File: config.mk
export PLATFORM = sky130hd
export DESIGN_NAME = three_lane_lap_timer
export DESIGN_NICKNAME = d
export VERILOG_FILES = /design/src/design/ttl_pkg.sv /design/src/design/three_lane_lap_timer.sv /design/src/design/ttl_qual.sv
export SDC_FILE = /design/constraint.sdc
export NUM_CORES = 1
export LEC_CHECK = 0
export BUFFER_PORTS_ARGS = -buffer_cell sky130_fd_sc_hd__buf_2
export CORE_UTILIZATION = 40
export CTS_CLUSTER_DIAMETER = 50
export DETAILED_ROUTE_END_ITERATION = 10
export PLACE_DENSITY = 0.63
export SLEW_MARGIN = 15
export SYNTH_ARGS = -nofsm -noshare
export SYNTH_HDL_FRONTEND = slang
export SYNTH_SLANG_ARGS = --single-unit
File: constraint.sdc
create_clock -name clk -period 11.5 [get_ports clk]
set_input_delay 0.575 -clock clk [delete_from_list [all_inputs] [get_ports clk]]
set_output_delay 0.575 -clock clk [all_outputs]
set_load 0.005 [all_outputs]
File: src/design/ttl_pkg.sv
package ttl_pkg;

	localparam int unsigned N_LANES = 3;

	localparam logic [2:0]  MAX_LAPS     = 3'd5;
	localparam logic [6:0]  CENTI_LAST   = 7'd99;
	localparam logic [5:0]  SEC_LAST     = 6'd59;
	localparam logic [11:0] THRESH_RST   = 12'd500;
	localparam logic [15:0] STUCK_RST    = 16'd700;
	localparam logic [7:0]  QUAL_INIT    = 8'hFF;
	localparam logic [7:0]  QUAL_FIRE    = 8'd3;
	localparam logic [15:0] COUNT_SAT    = 16'hFFFF;

	// Configuration register indexes
	localparam logic REG_THRESHOLD   = 1'b0;
	localparam logic REG_STUCK_LIMIT = 1'b1;

	// Error source codes
	localparam logic [2:0] ERR_NONE   = 3'd0;
	localparam logic [2:0] ERR_START  = 3'd1;
	localparam logic [2:0] ERR_RESET  = 3'd2;
	localparam logic [2:0] ERR_LANE_A = 3'd3;

	// Beat kinds
	localparam logic KIND_SAMPLE = 1'b0;
	localparam logic KIND_TIME   = 1'b1;

	typedef struct packed {
		logic stuck;
		logic fire;
	} qual_stat_t;

	typedef struct packed {
		logic [7:0] minutes;
		logic [5:0] seconds;
		logic [6:0] centis;
	} lap_time_t;

endpackage

File: src/design/three_lane_lap_timer.sv
// An accepted beat's result is registered in the result register, or in the
// skid register if that is held: a two-entry output stage that absorbs stall.
// One input beat per cycle unless in_stall; all work is one combinational
// pass from the input ports into the timer state and the result register.
// Reset: asynchronous, active low; clock, laps, captures, errors and qualifier
// run counts clear, histories load all ones, registers take their defaults.
module three_lane_lap_timer (
	input  logic        clk,
	input  logic        arst_n,
	input  logic        in_valid,
	output logic        in_stall,
	input  logic        kind,
	input  logic        start_pressed,
	input  logic        reset_pressed,
	input  logic [11:0] sensor_lane_a,
	input  logic [11:0] sensor_lane_b,
	input  logic [11:0] sensor_lane_c,
	output logic        out_valid,
	input  logic        out_stall,
	output logic        running,
	output logic [2:0]  error_source,
	output logic [2:0]  laps_lane_a,
	output logic [2:0]  laps_lane_b,
	output logic [2:0]  laps_lane_c,
	output logic [20:0] clock_now,
	output logic [20:0] lane_a_time,
	output logic [20:0] lane_b_time,
	output logic [20:0] lane_c_time,
	input  logic        cfg_valid,
	output logic        cfg_ready,
	input  logic        cfg_index,
	input  logic [15:0] cfg_data
);

	typedef struct packed {
		logic       running;
		logic [2:0] err;
		logic [2:0] laps_a;
		logic [2:0] laps_b;
		logic [2:0] laps_c;
		logic [20:0] now;
		logic [20:0] time_a;
		logic [20:0] time_b;
		logic [20:0] time_c;
	} result_t;

	logic [11:0] thresh_q;
	logic [15:0] limit_q;

	ttl_pkg::lap_time_t clk_q, clk_nxt;
	logic               en_q, en_nxt;
	logic [2:0]         err_q, err_nxt;
	logic [2:0]         lap_q   [ttl_pkg::N_LANES];
	logic [2:0]         lap_nxt [ttl_pkg::N_LANES];
	logic [20:0]        cap_q   [ttl_pkg::N_LANES];
	logic [20:0]        cap_nxt [ttl_pkg::N_LANES];

	logic [11:0] sensor [ttl_pkg::N_LANES];
	ttl_pkg::qual_stat_t start_st, reset_st;
	ttl_pkg::qual_stat_t lane_st [ttl_pkg::N_LANES];

	logic    accept, sample_beat, time_beat, lanes_run;
	logic    en_a, en_b;
	logic [2:0] err_a, err_b;
	logic    clear;
	result_t res, res_q, skid_q;
	logic    res_v_q, skid_v_q, take;

	assign cfg_ready = 1'b1;

	always_ff @(posedge clk or negedge arst_n) begin
		if (!arst_n) begin
			thresh_q <= ttl_pkg::THRESH_RST;
			limit_q  <= ttl_pkg::STUCK_RST;
		end else if (cfg_valid && cfg_ready) begin
			unique case (cfg_index)
				ttl_pkg::REG_THRESHOLD:   thresh_q <= cfg_data[11:0];
				ttl_pkg::REG_STUCK_LIMIT: limit_q  <= cfg_data;
				default: ;
			endcase
		end
	end

	assign in_stall    = skid_v_q;
	assign accept      = in_valid && !in_stall;
	assign sample_beat = accept && (kind == ttl_pkg::KIND_SAMPLE);
	assign time_beat   = accept && (kind == ttl_pkg::KIND_TIME);

	assign sensor[0] = sensor_lane_a;
	assign sensor[1] = sensor_lane_b;
	assign sensor[2] = sensor_lane_c;

	ttl_qual u_qual_start (
		.clk    (clk),
		.arst_n (arst_n),
		.step   (sample_beat),
		.active (start_pressed),
		.limit  (limit_q),
		.stat   (start_st)
	);

	ttl_qual u_qual_reset (
		.clk    (clk),
		.arst_n (arst_n),
		.step   (sample_beat),
		.active (reset_pressed),
		.limit  (limit_q),
		.stat   (reset_st)
	);

	for (genvar g = 0; g < ttl_pkg::N_LANES; g++) begin : g_lane
		ttl_qual u_qual_lane (
			.clk    (clk),
			.arst_n (arst_n),
			.step   (sample_beat && lanes_run),
			.active (sensor[g] < thresh_q),
			.limit  (limit_q),
			.stat   (lane_st[g])
		);
	end

	always_comb begin
		// start button: stuck disables, event toggles
		en_a  = start_st.stuck ? 1'b0 : en_q;
		err_a = start_st.stuck ? ttl_pkg::ERR_START : err_q;
		if (start_st.fire) begin
			en_a = !en_a;
		end

		// reset button: event clears the whole timer
		en_b  = reset_st.stuck ? 1'b0 : en_a;
		err_b = reset_st.stuck ? ttl_pkg::ERR_RESET : err_a;
		clear = reset_st.fire;
		if (clear) begin
			en_b  = 1'b0;
			err_b = ttl_pkg::ERR_NONE;
		end

		lanes_run = en_b;
		en_nxt    = en_b;
		err_nxt   = err_b;
		clk_nxt   = clk_q;
		for (int i = 0; i < ttl_pkg::N_LANES; i++) begin
			lap_nxt[i] = lap_q[i];
			cap_nxt[i] = cap_q[i];
		end

		if (sample_beat) begin
			if (clear) begin
				clk_nxt = '0;
				for (int i = 0; i < ttl_pkg::N_LANES; i++) begin
					lap_nxt[i] = '0;
					cap_nxt[i] = '0;
				end
			end
			if (lanes_run) begin
				for (int i = 0; i < ttl_pkg::N_LANES; i++) begin
					if (lane_st[i].stuck) begin
						en_nxt  = 1'b0;
						err_nxt = ttl_pkg::ERR_LANE_A + 3'(i);
					end
					if (lane_st[i].fire) begin
						lap_nxt[i] = (lap_q[i] >= ttl_pkg::MAX_LAPS) ?
							ttl_pkg::MAX_LAPS : lap_q[i] + 3'd1;
						cap_nxt[i] = clk_q;
					end
				end
			end
		end else begin
			en_nxt  = en_q;
			err_nxt = err_q;
			if (time_beat && en_q) begin
				// advance centiseconds, carry into seconds and minutes
				if (clk_q.centis >= ttl_pkg::CENTI_LAST) begin
					clk_nxt.centis = '0;
					if (clk_q.seconds >= ttl_pkg::SEC_LAST) begin
						clk_nxt.seconds = '0;
						clk_nxt.minutes = clk_q.minutes + 8'd1;
					end else begin
						clk_nxt.seconds = clk_q.seconds + 6'd1;
					end
				end else begin
					clk_nxt.centis = clk_q.centis + 7'd1;
				end
			end
		end

		res.running = en_nxt;
		res.err     = err_nxt;
		res.laps_a  = lap_nxt[0];
		res.laps_b  = lap_nxt[1];
		res.laps_c  = lap_nxt[2];
		res.now     = clk_nxt;
		res.time_a  = cap_nxt[0];
		res.time_b  = cap_nxt[1];
		res.time_c  = cap_nxt[2];
	end

	always_ff @(posedge clk or negedge arst_n) begin
		if (!arst_n) begin
			clk_q <= '0;
			en_q  <= 1'b0;
			err_q <= ttl_pkg::ERR_NONE;
			for (int i = 0; i < ttl_pkg::N_LANES; i++) begin
				lap_q[i] <= '0;
				cap_q[i] <= '0;
			end
		end else if (accept) begin
			clk_q <= clk_nxt;
			en_q  <= en_nxt;
			err_q <= err_nxt;
			for (int i = 0; i < ttl_pkg::N_LANES; i++) begin
				lap_q[i] <= lap_nxt[i];
				cap_q[i] <= cap_nxt[i];
			end
		end
	end

	// Output stage: result register backed by one skid entry
	assign take = res_v_q && !out_stall;

	always_ff @(posedge clk or negedge arst_n) begin
		if (!arst_n) begin
			res_v_q  <= 1'b0;
			skid_v_q <= 1'b0;
		end else if (accept) begin
			if (!res_v_q || take) begin
				res_v_q <= 1'b1;
			end else begin
				skid_v_q <= 1'b1;
			end
		end else if (take) begin
			res_v_q  <= skid_v_q;
			skid_v_q <= 1'b0;
		end
	end

	always_ff @(posedge clk) begin
		if (accept) begin
			if (!res_v_q || take) begin
				res_q <= res;
			end else begin
				skid_q <= res;
			end
		end else if (take && skid_v_q) begin
			res_q <= skid_q;
		end
	end

	assign out_valid    = res_v_q;
	assign running      = res_q.running;
	assign error_source = res_q.err;
	assign laps_lane_a  = res_q.laps_a;
	assign laps_lane_b  = res_q.laps_b;
	assign laps_lane_c  = res_q.laps_c;
	assign clock_now    = res_q.now;
	assign lane_a_time  = res_q.time_a;
	assign lane_b_time  = res_q.time_b;
	assign lane_c_time  = res_q.time_c;

endmodule

File: src/design/ttl_qual.sv
module ttl_qual (
	input  logic                clk,
	input  logic                arst_n,
	input  logic                step,
	input  logic                active,
	input  logic [15:0]         limit,
	output ttl_pkg::qual_stat_t stat
);

	logic [7:0]  shift_q;
	logic [15:0] count_q;
	logic [7:0]  shift_nxt;
	logic [15:0] count_nxt;
	logic        stuck;

	always_comb begin
		stuck = active && (count_q > limit);
		if (active) begin
			count_nxt = (count_q == ttl_pkg::COUNT_SAT) ? count_q : count_q + 16'd1;
			shift_nxt = stuck ? shift_q : {shift_q[6:0], 1'b1};
		end else begin
			count_nxt = '0;
			shift_nxt = {shift_q[6:0], 1'b0};
		end
		stat.stuck = stuck;
		stat.fire  = (shift_nxt == ttl_pkg::QUAL_FIRE);
	end

	always_ff @(posedge clk or negedge arst_n) begin
		if (!arst_n) begin
			shift_q <= ttl_pkg::QUAL_INIT;
			count_q <= '0;
		end else if (step) begin
			shift_q <= shift_nxt;
			count_q <= count_nxt;
		end
	end

endmodule

Word level (Yosys, flattened, before mapping)
Index checks and enable logic that the tools add are counted.

word-level totals
  latch bits = 0
  register bits = 441
  word-level logic and storage cells = 185
  RAM bits = 0
  output and inout port bits = 100
  memories = 0
  input bits = 61
  ROM bits = 0

cells by class
  $add $sub $neg = 11
  multiplexer cells = 68
  bitwise operators = 3
  shift operators = 0
  div/mod/pow operators = 0
  $mul = 0
  reduce and logical (&&, ||, !) cells = 30
  order comparisons = 13
  eq/ne operators = 17

operator list
  operator                 count
  $mux W97                 3
  $mux W63                 3
  $mux W16                 10
  $mux W21                 6
  $mux W8                  11
  $add A16 B1 Y16 const B  5
  $eq A16 B16 Y1 const B   5
  $gt A16 B16 Y1           5
  $mux W3                  14
  $eq A8 B2 Y1 const B     5
  $lt A12 B12 Y1           3
  $mux W9                  3
  $reduce_and A2 Y1        11
  $mux W1                  15
  $mux W14                 1
  $logic_and A1 B1 Y1      12
  $ne A2 B2 Y1 const B     6
  $add A3 B1 Y3 const B    3
  $ge A3 B3 Y1 const B     3
  $add A8 B1 Y8 const B    1
  $add A7 B1 Y7 const B    1
  $ge A7 B7 Y1 const B     1
  $mux W7                  1
  $add A6 B1 Y6 const B    1
  7 further kinds          13

Longest topological paths before layout
Gate-level depths: netlist of run 1.

  depth in word-level cells = 13
  gate-level depth with buffers = 13
  mapped depth without buffers = 10

Hierarchy
From an unflattened synthesis of run 1, not the netlist that was laid out.

second synthesis, totals
  cell total of the unflattened synthesis = 1982
  area total of the unflattened synthesis = 22605.4 sq um

by module, submodules not included
  module                area each (sq um)  sequential area each (sq um)  times used  cells an instance
  three_lane_lap_timer  14516.4            9018.6                        1           1157
  ttl_qual              1617.8             610.6                         5           165

Least setup slack after synthesis of run 1
OpenSTA, ideal clock, no wires.

  path type = input -> register
  start = input port in_valid
  end = register res_q, in the netlist clock_now[0] (enable)
  data required time = 10.945 ns
  path buffers = 0
  data arrival time = 4.804 ns
  library setup time = 0.555 ns
  slack = 6.142 ns
  cell stages on the path = 3
  cell sequence = a21oi_1 > a21oi_1 > nor2_1

between the ends
  cells in the longest elaborated chain, start to end = 3
  elaborated cells between the ends (all ways) = 4
  those cells by class = eq/ne: 1; reduce/logical: 3

RTL lines
  what                                                                 RTL line                     RTL
  start, declared                                                      three_lane_lap_timer.sv:10   input logic in_valid,
  $logic_and A1 B1 Y1 *                                                three_lane_lap_timer.sv:85   assign accept = in_valid && !in_stall;
  $ne A2 B1 Y1 (no line) / $reduce_bool A2 Y1 (equally long branches)  -
  $reduce_and A2 Y1 (no line) *                                        -
  end signal, assigned                                                 three_lane_lap_timer.sv:241  res_q <= res;
  end signal, assigned                                                 three_lane_lap_timer.sv:246  res_q <= skid_q;
  end, declared                                                        three_lane_lap_timer.sv:66   result_t res, res_q, skid_q;

Every way passes the cells marked *; elsewhere a longest branch is shown, timed or not.
A chain may end at the register's enable or synchronous reset.

==> metrics.yaml, run 1 <==
vias_per_cell: 5.61
grt_max_degree: 119
die_height_um: 239
cts-buffers-inserted: 52
gp_congestion: 0.853
dp_hpwl_mm: 39.1
cp_top_family: "simple AND/OR/NAND/NOR gates"
fmax_mhz: 214
drtIter0Drc: 1235
fin_crit_sh: 0.406
setup_tns_ps: 0
nNetsFinal: 2317
drive_gt1_frac: 0.200
drv_cap: 0
p_sw_uw: 1500
synth_cells: 1986
start_util: 0.405
area_delta_synth_final_pct: 14.6
ys_async_sr_fraction: 0.560
internal-power_uw: 3420
htreeDepth: 2
worstMarginPinSlew_ps: 1170
grt_usage: 0.201
synth_xor_area_frac: 0.0168
crit_type: "flop to flop"
dpl.cell_count: 2822
io_pins: 161
relSlewSlack: 0.214
clkLatencyLatePin_ps: 610
path_cells: "inv_1, ha_1, nand2_1, or4_1, a21o_1, a41oi_4, mux2i_1, nand2_1, a21o_1, buf_4, a22o_1"
hold_violations: 0
grt_pass1_wl_mm: 90.0
ys_seq_area_frac: 0.539
yosysWarnings: 0
yosys.area_share.simple: 0.147
wire_per_inst_um: 19.5
synth_top_family_by_area: "simple AND/OR/NAND/NOR gates"
vias: 16388
finalSetupViolations: 0
path_clk_slew_ps: 60
switching_share: 0.305
fin_skew_ps: 30.8
ctsHoldBuffers: 0
port-buffer-count: 159
cp_data_required_time_ps: 11850
seqPwrFrac: 0.454
status: "completed"
synth_fa_ha_area_frac: 0.0710
synth.largest_area_cell: "edfxtp_1"
cpPeakStageDelay_ps: 710
clkPwrFrac: 0.334
p_per_area_nw_per_um2: 192
synth_compound_area_frac: 0.120
first_global_vias: 16054
synth_edf_count: 194
synth_ff_type: "dfrtp_1"
rsz0062_at_grt: "no"
synth_seq_cells: 441
synthesis.area_um2: 22400
cts_tree: "done"
postRouteAntennaNets: 0
leakage_uw: 0.0109
cp.arrival_ps: 5020
critPathBufInv: 2
core_area_um2: 55200
hold_path_class: "input port to asynchronous set/reset pin"
num_rows: 86
worstPathMaxFanout: 34
cts_resized: 0
worst_ir_drop_vdd_mv: 0.125
die-area_um2: 56900
start_kind: "flop"
min_period_ps: 4670
pwr-share-comb: 0.211
overflow: 0
synthMuxAreaShare: 0.0763
die_width_um: 239
syn_area_per_cell_um2: 11.3
ys_top_cells_by_area: "edfxtp_1 (26%), dfrtp_1 (22%), ha_1 (7.1%), dfstp_2 (6.1%), mux2_2 (4.9%)"
critPathSlowestCell: "nand2_1"
drc_errors: 0
cts_buffer_depth: 3
crit_path_end_kind: "flop"
ys_types: 83
nFillCells: 5092
first_pass_iters: 5
synth_top_area_share: 0.260
cts_setup_buffers: 0
slew_viol_final: 0
whs_ps: 54.6
wirelength_mm: 56.9
grt_antenna_before_repair: 2
layout.cells.non_filler: 2920
clock_sinks: 441
synth_fp_nets: 2174
cts-root-buf: "clkbuf_16"
[worst reg2reg max path: stages, from the launching register on]
cell and delay, ps:
dfstp_2 520, inv_1 120, ha_1 330, nand2_1 70, or4_1 580, a21o_1 230, a41oi_4 290, mux2i_1 520
nand2_1 710, a21o_1 510, buf_4 300, a22o_1 240
[metrics by stage]
stage                     total power (uW)  worst slack, ps  cell area [um^2]  utilization
after global placement                3260             6940             23900        0.433
after detailed placement              3300             6860             23900        0.433
after global routing                  5160             6500             25700        0.465
final                                 4920             6830             25700        0.465
after CTS                             4950             6860             25600        0.464
after floorplan                       2860             6140             22400            -
[sequential cells by signal (all words and copies together) (netlist names), 3 cells and up]
name                        flops
limit_q                        16
lap_q                           9
cap_q                          63
u_qual_start.count_q           16
err_q                           3
laps_lane_c                     3
lane_a_time                    21
lane_b_time                    21
lane_c_time                    21
g_lane.u_qual_lane.count_q     48
g_lane.u_qual_lane.shift_q     24
skid_q                         97
thresh_q                       12
u_qual_start.shift_q            8
clock_now                      21
u_qual_reset.count_q           16
laps_lane_b                     3
error_source                    3
laps_lane_a                     3
u_qual_reset.shift_q            8
clk_q                          21
[metal layers]
metal,vias to the layer above,part of all wire,GRT usage
met5,-,0.00016,0
met1,8086,0.46,0.283
met4,2,0.038,0.0862
met3,121,0.059,0.0366
li1,7690,-,-
met2,489,0.44,0.305
[power by group through the flow]
stage | combinational, uW | sequential [uW] | clock [uW]
6_report | 1040 | 2240 | 1650
5_1_grt | 1150 | 2270 | 1740
4_1_cts | 1040 | 2240 | 1680
3_5_place_dp | 1030 | 2260 | 0
3_3_place_gp | 1000 | 2250 | 0
2_1_floorplan | 623 | 2230 | 0
[cells in the final DEF, fill, tap and decap left out, drive strengths merged, types with 46 or more instances in the layout]
cell    netlist  layout
a21oi        66      66
a22o         46      46
buf          29     181
clkbuf       63      79
dfrtp       195     195
dfstp        52      52
edfxtp      194     194
ha          127     127
inv          68      70
mux2         97      97
mux2i        61      61
nand2       230     230
nand3        74      74
nor2        133     133
o21ai        83      83
[path summary, 6_finish.rpt]
kind | startpoint | end | slack (ps) | cells past startpoint
worst max-delay path | limit_q[9] | skid_q[24] | 6830 | 11
max in group asynchronous | arst_n | clk_q[10] | 9920 | 2
worst min register to register | g_lane[0].u_qual_lane.shift_q[0] | g_lane[0].u_qual_lane.shift_q[0] | 490 | 2
worst max register to register | limit_q[9] | skid_q[24] | 6830 | 11
worst min-delay path | arst_n | g_lane[2].u_qual_lane.count_q[13] | 50 | 1
min in group clk | cfg_data[14] | limit_q[14] | 200 | 2
[cell usage after synthesis (34+ instances only)]
cell / instances
edfxtp_1: 194
mux2i_1: 60
ha_1: 127
nor3_1: 34
nand4_1: 40
a22o_1: 46
a21oi_1: 64
inv_1: 68
and3_1: 39
nand3_1: 73
nor2_1: 133
clkbuf_1: 63
dfstp_2: 52
nand2_1: 230
o21ai_0: 80
o211ai_1: 35
mux2_2: 97
dfrtp_1: 195
[area by class of cell]
| type | instances | area, um^2 | share of cell area |
|---|---|---|---|
| sequential | 441 | 12100 | 0.471 |
| multi-input combinational | 1385 | 9690 | 0.378 |
| clock buffer | 79 | 1490 | 0.0582 |
| timing repair buffer | 181 | 983 | 0.0383 |
| tap | 748 | 936 | 0.0365 |
| inverter | 68 | 255 | 0.00995 |
| clock inverter | 17 | 226 | 0.00883 |
| antenna | 1 | 2.50 | 0.0000975 |
[cells by family after synthesis]
logic type                 after synthesis
adders and majority gates              127
AOI/OAI and AO/OA                      383
DFF                                    441
xor gates and xnor gates                43
and+or+nand+nor                        673
buffers and inverters                  160
other                                    1
muxes                                  158
No activity file was read; power rests on OpenSTA's default activity.
==> inputs of run 2 (changes only) <==
==> constraint.sdc (replaced) <==
create_clock -name clk -period 4.6 [get_ports clk]
set_input_delay 0.23 -clock clk [delete_from_list [all_inputs] [get_ports clk]]
set_output_delay 0.23 -clock clk [all_outputs]
set_load 0.005 [all_outputs]
==> run 2 against run 1 <==
Effect of this change:
- sequential power increased to 2.5 times the previous value
- first-iteration DRC count is 8.9% higher
- worst setup slack worse by 6300 ps
- die area unchanged
- hold slack better by 7.1 ps
- clock skew rose by 7.7 ps
- non-clock buffer count rose by 25
- flip-flop and latch count unchanged
- power rose to 2.6 times the previous value
- wire length is 1.9% higher
- largest cell class unchanged
- highest routed layer is now met4
==> metrics.yaml, run 2 (same netlist as run 1, synthesis figures left out) <==
path_clk_slew_ps: 60  # about the same
drc_errors: 0  # unchanged
grt_pass1_wl_mm: 91.5  # +1.7%
worstPathMaxFanout: 22  # -35%
first_global_vias: 16093  # +0.24%
utilization: 0.472  # +0.00753
overflow: 0  # unchanged
cp_data_required_time_ps: 5060  # -6790 ps
grt.met3_usage: 0.0330  # -0.00358
internal-power_uw: 8710  # +150%
start_util: 0.405  # unchanged
port-buffer-count: 159  # unchanged
hold_violations: 0  # unchanged
cts_buffer_depth: 3  # unchanged
regMostFlops: "skid_q"
fmax_mhz: 247  # +15%
use_met1: 0.300  # +0.0176
worstMarginPinSlew_ps: 1140  # -34.1 ps
drv_cap: 0  # unchanged
cts_tree: "done"
multiInputGateArea_um2: 9690  # about the same
final_common_cell: "nand2_1"
cts-buffers-inserted: 53  # +1.9%
area_delta_synth_final_pct: 16.5
p_sw_uw: 3860  # +160%
finalSetupViolations: 0  # unchanged
cp.arrival_ps: 4510  # -510 ps
grt_antenna_before_repair: 1  # -1
fin_crit_sh: 0.880  # +0.474
io_pins: 161  # unchanged
vias_per_cell: 5.61  # about the same
largest_reg_flops: 97  # unchanged
die_height_um: 239  # unchanged
crit_type: "flop to flop"
crit_end: "lane_a_time[14]"
core_area_um2: 55200  # unchanged
r2r_setup_slack_ps: 550  # -6280 ps
leakage_uw: 0.0111  # +1.6%
htreeDepth: 2  # unchanged
rr_endpoint: "lane_a_time[14]"
switching_share: 0.307  # +0.00197
grt_max_degree: 159  # +34%
worst_ir_drop_vdd_mv: 0.364  # +190%
reg_top3: "skid_q (97), cap_q (63), g_lane.u_qual_lane.count_q (48)"
wirelength_mm: 58.0  # +1.9%
die_width_um: 239  # unchanged
grt_usage: 0.204  # +0.00240
worstReg2RegStart: "thresh_q[2]"
drive_gt1_frac: 0.203  # +0.00282
grt.met2_usage: 0.314  # +0.00919
fin_skew_ps: 38.5  # +7.72 ps
drtIter0Drc: 1345  # +8.9%
p_per_area_nw_per_um2: 482  # +150%
relSlewSlack: 0.237  # +0.0228
setup_tns_ps: 0  # unchanged
worstSetupStartpoint: "thresh_q[2]"
vias: 16549  # +0.98%
r2r_cells: 11  # unchanged
first_pass_iters: 5  # unchanged
nNetsFinal: 2343  # +1.1%
rsz0062_at_grt: "no"
hold_path_class: "input port to flop"
regArea_um2: 12100  # unchanged
clkLatencyLatePin_ps: 620  # about the same
cts_setup_buffers: 0  # unchanged
seqPwrFrac: 0.448  # -0.006
status: "completed"
gp_congestion: 0.881  # +3.2%
final_cell_mix: "nand2_1 (230), dfrtp_1 (195), edfxtp_1 (194)"
clkPwrFrac: 0.344  # +0.010
diodes: 0  # -1
slew_viol_final: 0  # unchanged
crit_path_end_kind: "flop"
wire_per_inst_um: 19.7  # +0.97%
cts_resized: 0  # unchanged
nFillCells: 5024  # -1.3%
dp_hpwl_mm: 39.6  # +1.1%
min_period_ps: 4050  # -621 ps
num_rows: 86  # unchanged
start_kind: "flop"
pwr-share-comb: 0.208  # -0.003
die-area_um2: 56900  # unchanged
postRouteAntennaNets: 0  # unchanged
top_usage_layer: "met2"
cts-root-buf: "clkbuf_16"
clock_sinks: 441  # unchanged
[run 2: cell types whose count changed in the layout (fill, tap and decap cells not counted), sizes merged]
cell	change
dlygate4sd3	+20
buf	+5
clkbuf	-5
inv	+3
bufinv	+2
clkinv	+2
clkinvlp	+2
diode	-1
[run 2: layer usage]
layer	routed length, um	vias to the layer above
met3	3430	73
met1	27400	8190
li1	-	7739
met2	26200	547
met5	0	-
met4	927	0
[run 2: per-stage QoR]
stage	hold slack, ps	setup slack, ps	power (uW)	area [um^2]	cells
floorplan	-65.6	570	7120	22400	1986
global placement	370	684	8210	24000	2828
detailed placement	370	588	8310	24000	2828
CTS	34.0	600	12700	26100	2948
global route	65.1	328	13200	26100	2948
finish	61.6	551	12600	26100	2948
[run 2: power groups by stage]
stage	clock (uW)	sequential [uW]	combinational, uW
after floorplan	0	5560	1560
after global placement	0	5680	2530
after detailed placement	0	5700	2610
after CTS	4400	5630	2640
after global routing	4570	5710	2910
final	4320	5630	2620
[run 2: what timing repair did]
| item | 4_1_cts | 5_1_grt |
|---|---|---|
| setup endpoints to repair | 0 | 0 |
| endpoints found under the hold margin | 109 | 0 |
| hold buffers | 20 | 0 |
[run 2: cell type report]
cell class	instances	area share
flip-flops and latches	441	0.463
multi-input cells	1385	0.372
clock buffers	74	0.0566
repair buffers	206	0.0492
well taps	748	0.0359
clock inverters	26	0.0138
inverters	68	0.00979
[run 2: worst min path at each step]
stage                   from                                to  slack, ps  cells past startpoint
finish              in_valid                          in_stall         60                      3
global route        in_valid                          in_stall         70                      3
CTS                 in_valid                          in_stall         30                      3
detailed placement    arst_n  g_lane[2].u_qual_lane.count_q[9]        370                      1
global placement      arst_n  g_lane[2].u_qual_lane.count_q[9]        370                      1
floorplan             arst_n                          cap_q[0]        -70                      0
[run 2: critical path, stage by stage (launching register included)]
cell,delay [ps]
dfstp_2,510
inv_1,80
ha_1,310
a211oi_1,260
o21ai_0,130
a211oi_1,600
o21ai_1,360
nor4_2,480
o211ai_4,380
buf_4,350
or2_1,260
a31oi_1,180
